**config.mk**
```make
export PLATFORM = sky130hd
export DESIGN_NAME = gripper_grasp_detector_flat
export DESIGN_NICKNAME = d
export VERILOG_FILES = /design/src/rtl/ggd_pkg.sv /design/src/rtl/ggd_item_if.sv /design/src/rtl/ggd_result_if.sv /design/src/rtl/ggd_cfg_if.sv /design/src/rtl/ggd_cfg_regs.sv /design/src/rtl/ggd_core.sv /design/src/rtl/gripper_grasp_detector.sv /design/src/flat_wrapper.sv
export SDC_FILE = /design/constraint.sdc
export NUM_CORES = 1
export LEC_CHECK = 0
export BUFFER_PORTS_ARGS = -buffer_cell sky130_fd_sc_hd__buf_2
export CAP_MARGIN = 20
export CORE_ASPECT_RATIO = 1.1
export CORE_UTILIZATION = 53
export DETAILED_ROUTE_END_ITERATION = 8
export GPL_TIMING_DRIVEN = 0
export MAX_ROUTING_LAYER = met4
export PLACE_DENSITY_LB_ADDON = 0.12
export SLEW_MARGIN = 20
export SYNTH_ARGS = -nofsm -noshare
export SYNTH_HDL_FRONTEND = slang
export SYNTH_SLANG_ARGS = --single-unit
```
**constraint.sdc**
```tcl
create_clock -name clk -period 4.85 [get_ports clk]
set_input_delay 0.2425 -clock clk [delete_from_list [all_inputs] [get_ports clk]]
set_output_delay 0.2425 -clock clk [all_outputs]
set_load 0.02 [all_outputs]
```
**src/rtl/ggd_pkg.sv**
```systemverilog
// Package for the gripper grasp detector: phase codes, command codes,
// register indexes and the item, result and register structs.
// No dependencies.
package ggd_pkg;

	typedef enum logic [2:0] {
		PH_IDLE     = 3'd0,
		PH_BLIND    = 3'd1,
		PH_CLOSING  = 3'd2,
		PH_GRASPED  = 3'd3,
		PH_STALLED  = 3'd4,
		PH_TIMEOUT  = 3'd5,
		PH_READFAIL = 3'd6,
		PH_BADCFG   = 3'd7
	} phase_t;

	localparam logic [1:0] CMD_START  = 2'd0;
	localparam logic [1:0] CMD_TICK   = 2'd1;
	localparam logic [1:0] CMD_SAMPLE = 2'd2;

	localparam logic [2:0] CFG_CURRENT_LIMIT = 3'd0;
	localparam logic [2:0] CFG_BLIND_TIME    = 3'd1;
	localparam logic [2:0] CFG_DEBOUNCE_TIME = 3'd2;
	localparam logic [2:0] CFG_POLL_PERIOD   = 3'd3;
	localparam logic [2:0] CFG_TIMEOUT_TIME  = 3'd4;
	localparam logic [2:0] CFG_STALL_MASK    = 3'd5;

	localparam logic [15:0] DEFAULT_POLL    = 16'd20;
	localparam logic [15:0] DEFAULT_TIMEOUT = 16'd2000;
	localparam logic [15:0] COUNT_MAX       = 16'hFFFF;
	localparam logic [16:0] SUM_MAX         = 17'h1FFFF;

	typedef struct packed {
		logic [1:0]  command;
		logic [15:0] sample_current;
		logic        read_ok;
		logic [7:0]  flag_byte;
		logic        flags_ok;
	} item_t;

	typedef struct packed {
		logic [2:0]  status;
		logic        stop_motor;
		logic        poll_request;
		logic [15:0] touch_current;
	} result_t;

	typedef struct packed {
		logic [15:0] current_limit;
		logic [15:0] blind_time;
		logic [15:0] debounce_time;
		logic [15:0] poll_period;
		logic [15:0] timeout_time;
		logic [7:0]  stall_mask;
	} cfg_t;

endpackage

```
**src/rtl/ggd_item_if.sv**
```systemverilog
// Input item channel of the grasp detector: valid/ready plus the item fields.
// No dependencies.
interface ggd_item_if;
	logic        valid;
	logic        ready;
	logic [1:0]  command;
	logic [15:0] sample_current;
	logic        read_ok;
	logic [7:0]  flag_byte;
	logic        flags_ok;

	modport source (output valid, command, sample_current, read_ok, flag_byte, flags_ok,
		input ready);
	modport sink (input valid, command, sample_current, read_ok, flag_byte, flags_ok,
		output ready);
endinterface

```
**src/rtl/ggd_result_if.sv**
```systemverilog
// Result channel of the grasp detector: valid/ready plus the result fields.
// No dependencies.
interface ggd_result_if;
	logic        valid;
	logic        ready;
	logic [2:0]  status;
	logic        stop_motor;
	logic        poll_request;
	logic [15:0] touch_current;

	modport source (output valid, status, stop_motor, poll_request, touch_current,
		input ready);
	modport sink (input valid, status, stop_motor, poll_request, touch_current,
		output ready);
endinterface

```
**src/rtl/ggd_cfg_if.sv**
```systemverilog
// Register write channel of the grasp detector: valid/ready, index, data.
// No dependencies.
interface ggd_cfg_if;
	logic        valid;
	logic        ready;
	logic [2:0]  index;
	logic [15:0] data;

	modport source (output valid, index, data, input ready);
	modport sink (input valid, index, data, output ready);
endinterface

```
**src/rtl/ggd_cfg_regs.sv**
```systemverilog
// Configuration register file of the grasp detector.
// Depends on ggd_pkg and ggd_cfg_if.
module ggd_cfg_regs (
	input  logic          clk,
	input  logic          arst_n,
	ggd_cfg_if.sink       cfg,
	output ggd_pkg::cfg_t regs
);
	import ggd_pkg::*;

	cfg_t regs_q;

	assign cfg.ready = 1'b1;
	assign regs      = regs_q;

	always_ff @(posedge clk or negedge arst_n) begin
		if (!arst_n) begin
			regs_q.current_limit <= 16'd500;
			regs_q.blind_time    <= 16'd60;
			regs_q.debounce_time <= 16'd40;
			regs_q.poll_period   <= 16'd10;
			regs_q.timeout_time  <= 16'd4500;
			regs_q.stall_mask    <= 8'd12;
		end else if (cfg.valid) begin
			// indexes past the list are dropped
			unique case (cfg.index)
				CFG_CURRENT_LIMIT: regs_q.current_limit <= cfg.data;
				CFG_BLIND_TIME:    regs_q.blind_time    <= cfg.data;
				CFG_DEBOUNCE_TIME: regs_q.debounce_time <= cfg.data;
				CFG_POLL_PERIOD:   regs_q.poll_period   <= cfg.data;
				CFG_TIMEOUT_TIME:  regs_q.timeout_time  <= cfg.data;
				CFG_STALL_MASK:    regs_q.stall_mask    <= cfg.data[7:0];
				default: begin
				end
			endcase
		end
	end
endmodule

```
**src/rtl/ggd_core.sv**
```systemverilog
// Grasp state and its single-pass update for one item.
// Depends on ggd_pkg.
module ggd_core (
	input  logic             clk,
	input  logic             arst_n,
	input  logic             step,
	input  ggd_pkg::item_t   item,
	input  ggd_pkg::cfg_t    regs,
	output ggd_pkg::result_t res
);
	import ggd_pkg::*;

	phase_t      phase_q, phase_d;
	logic [15:0] elapsed_q, elapsed_d;
	logic [15:0] poll_timer_q, poll_timer_d;
	logic [16:0] debounce_q, debounce_d;
	logic [15:0] last_current_q, last_current_d;
	logic        stop, poll;

	logic [15:0] eff_poll, eff_timeout, elapsed_inc, poll_inc;
	logic [17:0] sum_ext;
	logic [16:0] sum_sat;

	assign eff_poll    = (regs.poll_period == 16'd0) ? DEFAULT_POLL : regs.poll_period;
	assign eff_timeout = (regs.timeout_time == 16'd0) ? DEFAULT_TIMEOUT : regs.timeout_time;
	assign elapsed_inc = (elapsed_q == COUNT_MAX) ? elapsed_q : elapsed_q + 16'd1;
	assign poll_inc    = (poll_timer_q == COUNT_MAX) ? poll_timer_q : poll_timer_q + 16'd1;
	assign sum_ext     = {1'b0, debounce_q} + {2'b00, eff_poll};
	assign sum_sat     = sum_ext[17] ? SUM_MAX : sum_ext[16:0];

	always_comb begin
		phase_d        = phase_q;
		elapsed_d      = elapsed_q;
		poll_timer_d   = poll_timer_q;
		debounce_d     = debounce_q;
		last_current_d = last_current_q;
		stop           = 1'b0;
		poll           = 1'b0;
		if (item.command == CMD_START) begin
			elapsed_d      = '0;
			poll_timer_d   = '0;
			debounce_d     = '0;
			last_current_d = '0;
			if (regs.current_limit == 16'd0) begin
				phase_d = PH_BADCFG;
			end else if (regs.blind_time == 16'd0) begin
				phase_d = PH_CLOSING;
				poll    = 1'b1;
			end else begin
				phase_d = PH_BLIND;
			end
		end else if (item.command == CMD_TICK) begin
			if (phase_q == PH_BLIND) begin
				elapsed_d = elapsed_inc;
				if (elapsed_inc >= regs.blind_time) begin
					phase_d      = PH_CLOSING;
					elapsed_d    = '0;
					poll_timer_d = '0;
					poll         = 1'b1;
				end
			end else if (phase_q == PH_CLOSING) begin
				elapsed_d = elapsed_inc;
				if (elapsed_inc >= eff_timeout) begin
					phase_d = PH_TIMEOUT;
					stop    = 1'b1;
				end else if (poll_inc >= eff_poll) begin
					poll_timer_d = '0;
					poll         = 1'b1;
				end else begin
					poll_timer_d = poll_inc;
				end
			end
		end else if (item.command == CMD_SAMPLE && phase_q == PH_CLOSING) begin
			if (!item.read_ok) begin
				phase_d = PH_READFAIL;
				stop    = 1'b1;
			end else begin
				last_current_d = item.sample_current;
				if (item.flags_ok && (item.flag_byte & regs.stall_mask) != 8'd0) begin
					phase_d = PH_STALLED;
					stop    = 1'b1;
				end else if (item.sample_current >= regs.current_limit) begin
					debounce_d = sum_sat;
					if (sum_sat >= {1'b0, regs.debounce_time}) begin
						phase_d = PH_GRASPED;
						stop    = 1'b1;
					end
				end else begin
					debounce_d = '0;
				end
			end
		end
	end

	assign res.status        = phase_d;
	assign res.stop_motor    = stop;
	assign res.poll_request  = poll;
	assign res.touch_current = last_current_d;

	always_ff @(posedge clk or negedge arst_n) begin
		if (!arst_n) begin
			phase_q        <= PH_IDLE;
			elapsed_q      <= '0;
			poll_timer_q   <= '0;
			debounce_q     <= '0;
			last_current_q <= '0;
		end else if (step) begin
			phase_q        <= phase_d;
			elapsed_q      <= elapsed_d;
			poll_timer_q   <= poll_timer_d;
			debounce_q     <= debounce_d;
			last_current_q <= last_current_d;
		end
	end
endmodule

```
**src/rtl/gripper_grasp_detector.sv**
```systemverilog
// Top level of the gripper grasp detector: input register, state update,
// result register and handshake. Depends on ggd_pkg, the three channel
// interfaces, ggd_cfg_regs and ggd_core.
//
//   channel  dir  word
//   item     in   command, sample_current, read_ok, flag_byte, flags_ok
//   result   out  status, stop_motor, poll_request, touch_current
//   cfg      in   index, data (always ready)
//
// Each accepted word gives one result from the input register through the
// state update to the result register; one word per cycle is taken sustained
// while results are taken. Reset puts the registers at their defaults and
// the phase at idle. A stalled result holds the input register, and item.ready
// drops only when both registers are full and the result is not taken.
module gripper_grasp_detector (
	input  logic       clk,
	input  logic       arst_n,
	ggd_item_if.sink   item,
	ggd_result_if.source result,
	ggd_cfg_if.sink    cfg
);
	import ggd_pkg::*;

	cfg_t    regs;
	item_t   item_s1;
	logic    valid_s1;
	result_t res_comb, result_s2;
	logic    valid_s2;
	logic    out_free, advance, item_acc;

	assign out_free   = !valid_s2 || result.ready;
	assign advance    = valid_s1 && out_free;
	assign item.ready = !valid_s1 || advance;
	assign item_acc   = item.valid && item.ready;

	ggd_cfg_regs u_cfg (
		.clk   (clk),
		.arst_n(arst_n),
		.cfg   (cfg),
		.regs  (regs)
	);

	ggd_core u_core (
		.clk   (clk),
		.arst_n(arst_n),
		.step  (advance),
		.item  (item_s1),
		.regs  (regs),
		.res   (res_comb)
	);

	always_ff @(posedge clk or negedge arst_n) begin
		if (!arst_n) begin
			valid_s1 <= 1'b0;
			valid_s2 <= 1'b0;
		end else begin
			if (item_acc) begin
				valid_s1 <= 1'b1;
			end else if (advance) begin
				valid_s1 <= 1'b0;
			end
			if (advance) begin
				valid_s2 <= 1'b1;
			end else if (result.ready) begin
				valid_s2 <= 1'b0;
			end
		end
	end

	always_ff @(posedge clk) begin
		if (item_acc) begin
			item_s1.command        <= item.command;
			item_s1.sample_current <= item.sample_current;
			item_s1.read_ok        <= item.read_ok;
			item_s1.flag_byte      <= item.flag_byte;
			item_s1.flags_ok       <= item.flags_ok;
		end
		if (advance) begin
			result_s2 <= res_comb;
		end
	end

	assign result.valid         = valid_s2;
	assign result.status        = result_s2.status;
	assign result.stop_motor    = result_s2.stop_motor;
	assign result.poll_request  = result_s2.poll_request;
	assign result.touch_current = result_s2.touch_current;

	// a stop pulse only comes with one of the four ending phases
	a_stop_phase: assert property (@(posedge clk) disable iff (!arst_n)
		valid_s2 && result_s2.stop_motor |->
			result_s2.status == PH_GRASPED || result_s2.status == PH_STALLED ||
			result_s2.status == PH_TIMEOUT || result_s2.status == PH_READFAIL)
		else $error("stop pulse outside an ending phase");

	// samples are only asked for while closing
	a_poll_closing: assert property (@(posedge clk) disable iff (!arst_n)
		valid_s2 && result_s2.poll_request |-> result_s2.status == PH_CLOSING)
		else $error("poll request outside closing");

	// a held input word stays put while the result side is stalled
	a_s1_hold: assert property (@(posedge clk) disable iff (!arst_n)
		valid_s1 && !advance |=> valid_s1 && $stable(item_s1))
		else $error("input register lost a stalled word");

	// never both registers full with ready still high
	a_ready_full: assert property (@(posedge clk) disable iff (!arst_n)
		valid_s1 && valid_s2 && !result.ready |-> !item.ready)
		else $error("item accepted with no room");
endmodule

```
**src/flat_wrapper.sv**
```systemverilog
// flat-port wrapper written by rule: the top's interface ports become plain ports
module gripper_grasp_detector_flat import ggd_pkg::*;
  (clk, arst_n, item_valid, item_command, item_sample_current, item_read_ok, item_flag_byte, item_flags_ok, item_ready, result_valid, result_status, result_stop_motor, result_poll_request, result_touch_current, result_ready, cfg_valid, cfg_index, cfg_data, cfg_ready);
  ggd_item_if item_i ();
  ggd_result_if result_i ();
  ggd_cfg_if cfg_i ();
  input  logic clk;
  input  logic arst_n;
  input wire logic [$bits(item_i.valid)-1:0] item_valid;
  input wire logic [$bits(item_i.command)-1:0] item_command;
  input wire logic [$bits(item_i.sample_current)-1:0] item_sample_current;
  input wire logic [$bits(item_i.read_ok)-1:0] item_read_ok;
  input wire logic [$bits(item_i.flag_byte)-1:0] item_flag_byte;
  input wire logic [$bits(item_i.flags_ok)-1:0] item_flags_ok;
  output wire logic [$bits(item_i.ready)-1:0] item_ready;
  output wire logic [$bits(result_i.valid)-1:0] result_valid;
  output wire logic [$bits(result_i.status)-1:0] result_status;
  output wire logic [$bits(result_i.stop_motor)-1:0] result_stop_motor;
  output wire logic [$bits(result_i.poll_request)-1:0] result_poll_request;
  output wire logic [$bits(result_i.touch_current)-1:0] result_touch_current;
  input wire logic [$bits(result_i.ready)-1:0] result_ready;
  input wire logic [$bits(cfg_i.valid)-1:0] cfg_valid;
  input wire logic [$bits(cfg_i.index)-1:0] cfg_index;
  input wire logic [$bits(cfg_i.data)-1:0] cfg_data;
  output wire logic [$bits(cfg_i.ready)-1:0] cfg_ready;
  assign item_i.valid = item_valid;
  assign item_i.command = item_command;
  assign item_i.sample_current = item_sample_current;
  assign item_i.read_ok = item_read_ok;
  assign item_i.flag_byte = item_flag_byte;
  assign item_i.flags_ok = item_flags_ok;
  assign item_ready = item_i.ready;
  assign result_valid = result_i.valid;
  assign result_status = result_i.status;
  assign result_stop_motor = result_i.stop_motor;
  assign result_poll_request = result_i.poll_request;
  assign result_touch_current = result_i.touch_current;
  assign result_i.ready = result_ready;
  assign cfg_i.valid = cfg_valid;
  assign cfg_i.index = cfg_index;
  assign cfg_i.data = cfg_data;
  assign cfg_ready = cfg_i.ready;
  gripper_grasp_detector u_core (.clk(clk), .arst_n(arst_n), .item(item_i), .result(result_i), .cfg(cfg_i));
endmodule
```
==> impl_results.md <==
- Run status: complete, no violations
- Peak VDD IR: 327 uV
- Die Wd: 144 microns
- Synth warnings: 0
- Hold Crit Class: in2reg
- Share of cells above drive strength 1: 17.5%
- Synth Net Count: 1339
- Crit path max-delay cell type: dfstp_2
- Share of power burned in the clock network: 30.0%
- Max_slew headroom: 43.3%
- Initial antenna violation count: 0
- CP max FO: 6
- GRT Residual Overflow: 0
- CTS Buf Count: 24
- DR vias: 9321
- Setup TNS: 0 ps
- Most frequent cells after synthesis: nand2_1, dfrtp_1, ha_1, inv_1, o21ai_0
- Placed Cells incl. Taps: 1553
- Critical Path RT: 5120 ps
- Primary FF master, synth: dfrtp_1
- Final Hold Vio Count: 0
- Half-perimeter wire length after placement: 21400 microns
- Met2 wire len: 14400 microns
- Delay of the slowest critical-path stage: 390 ps
- H-Tree Depth: 1
- Largest net degree at the start of global routing: 89
- Count of different cell masters after synthesis: 80
- CTS tree: yes
- RePlAce Congestion: 0.899
- Most common cell on crit path: nand4_1
- Sequential share of power: 36.6%
- Mapped Avg Cell Area: 9.89 sq um
- Initial core utilization: 54.6%
- Final Routed Wirelength: 30500 microns
- Multi-input combinational cell area: 5860 sq um
- Critical path launch point type: flip-flop
- Slew @ Worst Pin: 844 ps
- Vias in the first global route: 9010
- Final Power: 6.38 mW
- Via-per-instance ratio: 5.68
- # IOs: 76
- Max Freq: 0.215 GHz
- Cell internal pwr: 4.22 mW
- Die H: 158 microns
- Crit end category: flip-flop
- Final layout net count: 1484
- Overall routing resource usage: 28.6%
- Pleak: 6.41 nW
- Area Growth Syn to Fin: 18.7%
- Pwr Density: 457 nW/um^2
- Metal1 wirelength: 13800 microns
- Ys async rst share: 76.3%
- Worst-path clk slew: 60 ps
- Clock insertion delay at the later pin of the skew report: 530 ps
- CORE AREA: 21500 sq um
- Synth area leader: dfrtp_1
- WL met3: 1630 microns
- Main area contributors after synthesis: dfrtp_1, edfxtp_1, ha_1
- Count leader, synth: nand2_1
- WL/cell: 18.6 microns
- Port buffer count: 73
- Drt pass-1 iters: 6
- DP Worst Slack: -347 ps
- Non-filler cells, final: 1641
- First-pass GRT wire length: 48100 microns
- Clk sinks: 207
- Root buf cell: clkbuf_16
- Fin crit period: 4650 ps
- Ant. Diodes: 0
- WS Path Type: reg2reg
- Highest routed layer: met4
- Crit path cell chain: nor4_1, nand4_1, nand2b_1, ha_4, and3_4, a221o_1, o211ai_2, o21a_2, o22ai_4, buf_4, or2_1, ha_1, nand4_1, nor3_1, o41ai_2, nand4_1, or3_4, a21oi_2, o22ai_2
- Post-synth EDFFs: 49
- Die ar.: 22800 sq um
- Final setup fails: 0
- Core Rows: 56
- Max Cap Viol: 0
- Fin crit share: 95.8%
- Max Buffers Root-to-Sink: 3
- Cells after synthesis: 1188
- Power share of the combinational group: 33.4%
- DR iter-0 viols: 674
- Worst setup margin: 202 ps
- Final Slew Violations: 0
- CP arrival: 4920 ps
- Yosys top cell area share: 29.2%
- Seq. cell area: 5460 sq um
- #FFs+latches synth: 207
- Residual DRC count: 0
- FILL cells: 1758
- Final Skew: 14.7 ps
- Synthesized area: 11800 sq um
- Net switching power: 2.16 mW
- Sequential share of the synthesized area: 46.4%
- Final ANT Viol Nets: 0
- Sw frac: 33.9%
## power groups by stage
stage / Combinational, mW / Sequential (mW) / Clock (mW)
floorplan: 1.43 / 2.31 / 0
global placement: 1.87 / 2.35 / 0
detailed placement: 1.93 / 2.35 / 0
CTS: 2.00 / 2.33 / 1.94
global route: 2.40 / 2.38 / 2.00
finish: 2.13 / 2.34 / 1.91
## routing by layer
layer | vias up | track usage, %
met3 | 45 | 3.69
li1 | 4532 | -
met1 | 4487 | 38.4
met2 | 257 | 45.6
met5 | - | -
met4 | 0 | 7.70
## sequential cells by signal (all words and copies together), names as in the netlist
name,flops
u_core.result.poll_request,1
u_core.u_core.last_current_q,16
u_core.u_core.debounce_q,17
u_core.u_core.elapsed_q,16
u_core.result.valid,1
u_core.u_core.poll_timer_q,16
u_core.item_s1,28
u_core.result.status,3
u_core.valid_s1,1
u_core.result.touch_current,16
u_core.u_core.phase_q,3
u_core.result.stop_motor,1
u_core.u_cfg.regs,88
## placed cells by master, fill, tap and decap left out, drive strengths merged, types with 28 or more instances in the layout
master and n:
nor2 58, nand2b 28, dfrtp 137, edfxtp 49
clkbuf 71, dlygate4sd3 31, mux2 35, o21ai 92
nand2 177, a22o 29, ha 98, nand3 30
a21oi 47, inv 88, buf 100
## per-stage QoR
stage                     hold WS [ps]  cell area (sq um)  utilization [%]
after CTS                         35.1              13800             63.9
after global routing              65.8              13900             64.8
after global placement             419              12500             58.0
after detailed placement           262              12500             58.3
final                             67.0              13900             64.8
after floorplan                  -53.1              11800                -
## worst paths after layout
path                                                             start  depth (start not counted)  slack [ps]                                           to
setup / recovery                     u_core.u_cfg.regs[25]$_DFFE_PN1P_                         19         200       u_core.result.stop_motor$_SDFFCE_PP0P_
hold / removal                                             cfg_data[4]                          3          70            u_core.u_cfg.regs[76]$_DFFE_PN1P_
setup reg to reg                     u_core.u_cfg.regs[25]$_DFFE_PN1P_                         19         200       u_core.result.stop_motor$_SDFFCE_PP0P_
hold reg to reg            u_core.u_core.last_current_q[2]$_DFFE_PN0P_                          2         480  u_core.u_core.last_current_q[2]$_DFFE_PN0P_
max in group asynchronous                                       arst_n                          3        3690            u_core.u_cfg.regs[45]$_DFFE_PN1P_
min in group asynchronous                                       arst_n                          2         300            u_core.u_cfg.regs[35]$_DFFE_PN0P_
## logic make-up after synthesis
logic type / Yosys count / synth area share (%)
buffers and inverters: 140 / 4.86
adder cells (fa/ha/maj): 99 / 10.6
other: 1 / 0.0319
flip-flops: 207 / 46.4
XOR/XNOR: 26 / 1.94
multiplexers: 52 / 4.80
AND/OR/NAND/NOR: 394 / 16.1
AO/OA/AOI/OAI: 269 / 15.2
## layout make-up
class | count | area share (%)
Buffer | 53 | 1.85
Clock buffer | 30 | 4.69
Clock inverter | 14 | 1.25
Inverter | 87 | 2.34
Multi-Input combinational cell | 841 | 42.0
Sequential cell | 207 | 39.1
Tap cell | 290 | 2.60
Timing Repair Buffer | 119 | 6.12
## repair_timing
action | in CTS | in global routing
buffers inserted | 2 | 9
pin swaps | 2 | 15
resized for setup | 8 | 20
endpoints found under the setup margin | 3 | 18
cloned | 0 | 1
hold endpoints to repair | 97 | 0
hold buffers | 31 | 0
## critical path, delay by kind of cell (launching register included)
kind,cells,cell delay [ps]
DFF,1,390
buffers and inverters,1,170
AOI/OAI and AO/OA,7,1450
adders and majority gates,2,530
and+or+nand+nor,9,1860
Power figures use the tool's default switching activity.
